File: src/rtl/core/opu_pkg.sv
// ----------------------------------------------------------------------------
// opu_pkg
// Shared types, register and mode codes, and pipeline sizes for the
// optimizer parameter update core.
// ----------------------------------------------------------------------------
`default_nettype none

package opu_pkg;

  // Depth of each average store. Element numbers wrap onto the store by
  // keeping the low address bits, so this is kept at a power of two.
  localparam int ELEMENTS = 256;
  localparam int ADDR_W   = (ELEMENTS > 1) ? $clog2(ELEMENTS) : 1;

  localparam logic [1:0] MODE_PLAIN    = 2'd0;
  localparam logic [1:0] MODE_MOMENTUM = 2'd1;
  localparam logic [1:0] MODE_ADAPTIVE = 2'd2;

  localparam logic [1:0] REG_MODE  = 2'd0;
  localparam logic [1:0] REG_DECAY = 2'd1;
  localparam logic [1:0] REG_RATE  = 2'd2;

  localparam logic [15:0] DECAY_RST = 16'd58982;
  localparam logic [23:0] RATE_RST  = 24'd16777;

  // Epsilon of 0.000001 in Q8.24, rounded.
  localparam logic [28:0] EPS_Q24 = 29'd17;

  // Square root: 28 result bits, two per stage.
  localparam int SQRT_BITS = 28;
  localparam int SQRT_ST   = SQRT_BITS / 2;
  // Divider: 34 quotient bits (the top one flags saturation), two per stage,
  // behind one stage that forms the divisor and the magnitude.
  localparam int QUO_BITS  = 34;
  localparam int DIV_ST    = QUO_BITS / 2;
  localparam int DIV_LAT   = DIV_ST + 1;
  localparam int NUM_W     = 56;

  typedef struct packed {
    logic [7:0]         element_index;
    logic signed [31:0] weight_in;
    logic signed [31:0] bias_in;
    logic signed [31:0] weight_grad;
    logic signed [31:0] bias_grad;
  } opu_in_t;

  typedef struct packed {
    logic [7:0]         element_out;
    logic signed [31:0] weight_out;
    logic signed [31:0] bias_out;
  } opu_out_t;

  // What travels beside the square root and divider.
  typedef struct packed {
    logic [7:0]         idx;
    logic signed [31:0] w;
    logic signed [31:0] b;
    logic signed [31:0] dw_w;
    logic signed [31:0] dw_b;
    logic               use_div;
  } opu_side_t;

  typedef struct packed {
    opu_side_t          side;
    logic signed [31:0] avg_w;
    logic signed [31:0] avg_b;
    logic [31:0]        sq_w;
    logic [31:0]        sq_b;
  } opu_upd_t;

  function automatic logic signed [31:0] sat32(input logic signed [35:0] v);
    if ((v[35:31] == 5'b00000) || (v[35:31] == 5'b11111)) begin
      return v[31:0];
    end
    return v[35] ? 32'sh8000_0000 : 32'sh7FFF_FFFF;
  endfunction

endpackage

`default_nettype wire

File: src/rtl/core/opu_isqrt.sv
// ----------------------------------------------------------------------------
// opu_isqrt
// Pipelined integer square root, two result bits per stage.
// ----------------------------------------------------------------------------
`default_nettype none

module opu_isqrt (
  input  logic                           clk,
  input  logic                           en,
  input  logic [2*opu_pkg::SQRT_BITS-1:0] x,
  output logic [opu_pkg::SQRT_BITS-1:0]   root
);
  import opu_pkg::*;

  typedef struct packed {
    logic [2*SQRT_BITS-1:0] rem;
    logic [SQRT_BITS-1:0]   root;
  } sq_t;

  // Remainder holds x - root^2; bit i is kept when (root + 2^i)^2 still fits.
  function automatic sq_t sqrt_step(input sq_t s, input int i);
    logic [2*SQRT_BITS+1:0] t;
    sq_t r;
    r = s;
    t = ((2*SQRT_BITS+2)'(s.root) << (i + 1)) + ((2*SQRT_BITS+2)'(1) << (2 * i));
    if ((2*SQRT_BITS+2)'(s.rem) >= t) begin
      r.rem     = s.rem - t[2*SQRT_BITS-1:0];
      r.root[i] = 1'b1;
    end
    return r;
  endfunction

  sq_t st_r  [SQRT_ST];
  sq_t st_in [SQRT_ST];

  assign st_in[0] = '{rem: x, root: '0};

  for (genvar k = 0; k < SQRT_ST; k++) begin : g_st
    if (k > 0) begin : g_link
      assign st_in[k] = st_r[k-1];
    end
    always_ff @(posedge clk) begin
      if (en) begin
        st_r[k] <= sqrt_step(sqrt_step(st_in[k], 2*(SQRT_ST-k)-1), 2*(SQRT_ST-k)-2);
      end
    end
  end

  assign root = st_r[SQRT_ST-1].root;

endmodule

`default_nettype wire

File: config.mk
export PLATFORM = sky130hd
export DESIGN_NAME = opu_isqrt
export DESIGN_NICKNAME = d
export VERILOG_FILES = /design/src/rtl/core/opu_pkg.sv /design/src/rtl/core/opu_isqrt.sv
export SDC_FILE = /design/constraint.sdc
export NUM_CORES = 2
export LEC_CHECK = 0
export ABC_AREA = 1
export BUFFER_PORTS_ARGS = -buffer_cell sky130_fd_sc_hd__buf_2
export CAP_MARGIN = 20
export CELL_PAD_IN_SITES_DETAIL_PLACEMENT = 1
export CELL_PAD_IN_SITES_GLOBAL_PLACEMENT = 2
export CORE_ASPECT_RATIO = 1.5
export CORE_UTILIZATION = 35
export CTS_BUF_LIST = sky130_fd_sc_hd__clkbuf_8
export DETAILED_ROUTE_END_ITERATION = 8
export GPL_TIMING_DRIVEN = 0
export PLACE_DENSITY_LB_ADDON = 0.1
export REMOVE_ABC_BUFFERS = 1
export SLEW_MARGIN = 10
export SYNTH_ARGS = -nofsm -noshare
export SYNTH_HDL_FRONTEND = slang
export SYNTH_SLANG_ARGS = --single-unit
File: constraint.sdc
create_clock -name clk -period 4.5 [get_ports clk]
set_input_delay 0.45 -clock clk [delete_from_list [all_inputs] [get_ports clk]]
set_output_delay 0.45 -clock clk [all_outputs]
set_load 0.05 [all_outputs]
==> run metrics <==
Most flops, register st_r; synthesized netlist cell count between 10,000 and 15,000; Final Hold Vio Count 0; post-synthesis register bit count 938; Die Area ~220,000 um^2; CTS root buf clkbuf_8; most used cell, CP nand2_1; Setup-failing EPs final 1; final antenna-violating net count 0; Register-to-Register Path Depth 29; CP Capture Type flip-flop; min Tclk post-route about 4.5 ns; initial antenna violation count 7; Clk pin slew, worst setup/hold paths around 0.070 ns; most frequent cells in the layout nand2_1, inv_1, nor2_1; Max Cap Viol 0; count of cell types in the netlist 70; CP delay by family, top simple AND/OR/NAND/NOR gates; Worst Hold Path EP st_r[0][82]; largest net degree at the start of global routing between 100 and 150; Final HPWL DP around 270 mm; ratio of cells with drive above 1 in the final layout 21.5%; Hold Path Stages 3; relative slew slack between 10% and 20%; max-slew violations 0; setup ws final -0.0136 ns; hold crit path type primary input to flip-flop; total grt overflow 0; WP data arrival around 5.2 ns; Residual DRC 0; Worst Path Max Fanout 5; Buf+Inv Stages, Crit Path 7; synthesis-to-layout area growth 27.5%; Nets 11,802; CTS buffer count 164; CTS tree yes; Max VDD drop about 0.33 mV; status complete, but fails checks; EDFF count, synth between 900 and 1,000; RSZ-0062 raised after global routing yes; TNS Setup -0.0136 ns; Startpoint Class flip-flop; Initial Utilization 35.3%; Power Density ~550 nW/um^2; WL/cell 24.1 um; clk_lat worst skew 0.91 ns; worst flop-to-flop path startpoint st_r[1][278]; Tightest Pin Transition between 1 and 1.5 ns; Max clock buf depth 4; total number of vias about 75,000; vias per cell 5.28; first-pass GRT wire length about 490 mm; die height about 570 um; Async SR Flop Fraction 0%; crit share post-route 100%; Core ar. about 210,000 um^2; WL final 343 mm; sequential fraction of the synthesis area 37.6%; IO Count 86; Die Wd 380 um; hold wc startpoint x[54]; placed inst area 78,600 um^2; router iterations before antenna repair 7; failing checks negative setup slack; vias in the first global route 79,650; CP max-delay cell edfxtp_1; final instance area approximately 96,000 um^2; Mapped Area ~75,000 um^2; Clock Skews 0.0834 ns; syn_area_per_cell ~7.2 um^2; YS warnings 0; Max Fclk 222 MHz; number of flip-flops in the largest register between 900 and 1,000; GPL Wtd Cong ~0.96; Leakage slightly above 0.04 uW; max incr delay on CP around 0.56 ns; IO buf count between 80 and 90; gr usage total around 31%; CP Class flip-flop to flip-flop; Critical Path RT slightly above 5 ns; CTS H-tree lvls 4; Row Count 207; commonest non-fill, non-tap cell in the layout nand2_1; Num Clock Sinks between 900 and 1,000; top flop regs st_r (938); Most used DFF post-synth edfxtp_1; R2R Setup Slk -0.01 ns; DR iter-0 viols 3,231; reg2reg end st_r[1][407]
power breakdown:
part | internal (uW) | switching, uW | leakage [uW] | total (uW)
logic | 10800 | 19900 | 0.0299 | 30600
registers | 11800 | 1700 | 0.00897 | 13500
clock network | 4270 | 3810 | 0.00173 | 8080
total | 26900 | 25400 | 0.0406 | 52200
synth_stat cells, drive strengths merged (6+ instances only):
library cell	count	area, um^2
or2	39	244
buf	72	594
nand4	243	1530
clkbuf	33	126
and2	16	103
o21ai	545	2780
a21boi	9	78.8
a21oi	586	2990
nand3b	27	203
o21a	36	270
a21o	42	315
o211ai	14	105
inv	1469	5520
and3	13	81.3
o21bai	48	360
nand2	2992	11400
a31oi	54	338
nor3b	10	85.1
xor2	216	1900
nor2	1403	5450
xnor2	172	1510
nor3	141	731
ha	445	5570
nand3	727	3870
a211oi	6	50.1
edfxtp	938	28200
nor4	55	357
worst max-delay path by stage:
stage | start | end | slack, ns | cells past startpoint
finish | st_r[1][278] | st_r[1][407] | -0.01 | 29
global route | st_r[1][10] | st_r[1][163] | -0.17 | 26
CTS | st_r[0][446] | st_r[0][580] | -0.04 | 20
detailed placement | st_r[1][236] | st_r[1][334] | -2.95 | 20
global placement | en | st_r[0][60] | -11.61 | 1
floorplan | st_r[1][299] | st_r[1][369] | -0.51 | 24
worst reg2reg max path, delay by kind of cell (launching register included):
family | cells | cell delay, ns
flops | 1 | 0.56
buf+inv | 7 | 0.74
simple gates | 17 | 2.04
fa+ha+maj | 2 | 0.62
compound gates | 3 | 0.36
routing by layer:
metal | global-route usage [%] | part of all wire, %
met1 | 28.1 | 34
met2 | 60.7 | 55
met3 | 2.63 | 2.3
met4 | 23.7 | 9.6
met5 | 0 | 0
per-stage QoR:
stage / utilization (%) / hold WS (ns) / worst slack [ns] / power, uW / cells
floorplan: - / 0.426 / -0.515 / 29600 / 10276
global placement: 36.8 / 0.430 / -11.61 / 38500 / 13182
detailed placement: 37.0 / 0.434 / -2.95 / 38500 / 13197
CTS: 42.5 / 0.0701 / -0.0367 / 49500 / 13979
global route: 45.0 / 0.139 / -0.165 / 55700 / 14241
finish: 45.0 / 0.143 / -0.0136 / 52200 / 14242
logic make-up (layout without fill, tap and decap cells):
family / Yosys count / after routing / share of synthesized area, %
and+or+nand+nor: 5674 / 5705 / 32.2
other: 0 / 4 / 0
DFF: 938 / 938 / 37.6
xor gates and xnor gates: 388 / 388 / 4.54
buffers and inverters: 1577 / 2582 / 8.34
adders and majority gates: 445 / 445 / 7.43
AOI/OAI and AO/OA: 1359 / 1359 / 9.95
what timing repair did:
item	CTS	global route
pin swaps	187	299
setup endpoints to repair	372	363
buffers inserted	392	254
hold endpoints to repair	90	0
hold buffers	55	0
gates resized for setup	1002	846
cloned	51	6
final cells by class:
type                    instances  area, um^2
well taps                    2821        3530
diodes                          4        10.0
repair buffers                806        6900
fillers                     26025      117000
clock buffers                 166        2280
multi-input cells            7897       47800
flip-flops and latches        938       28200
inverters                    1472        5730
clock inverters               118         913
repair inverters               20         224
Note: power is estimated with default switching activity, not from simulation.
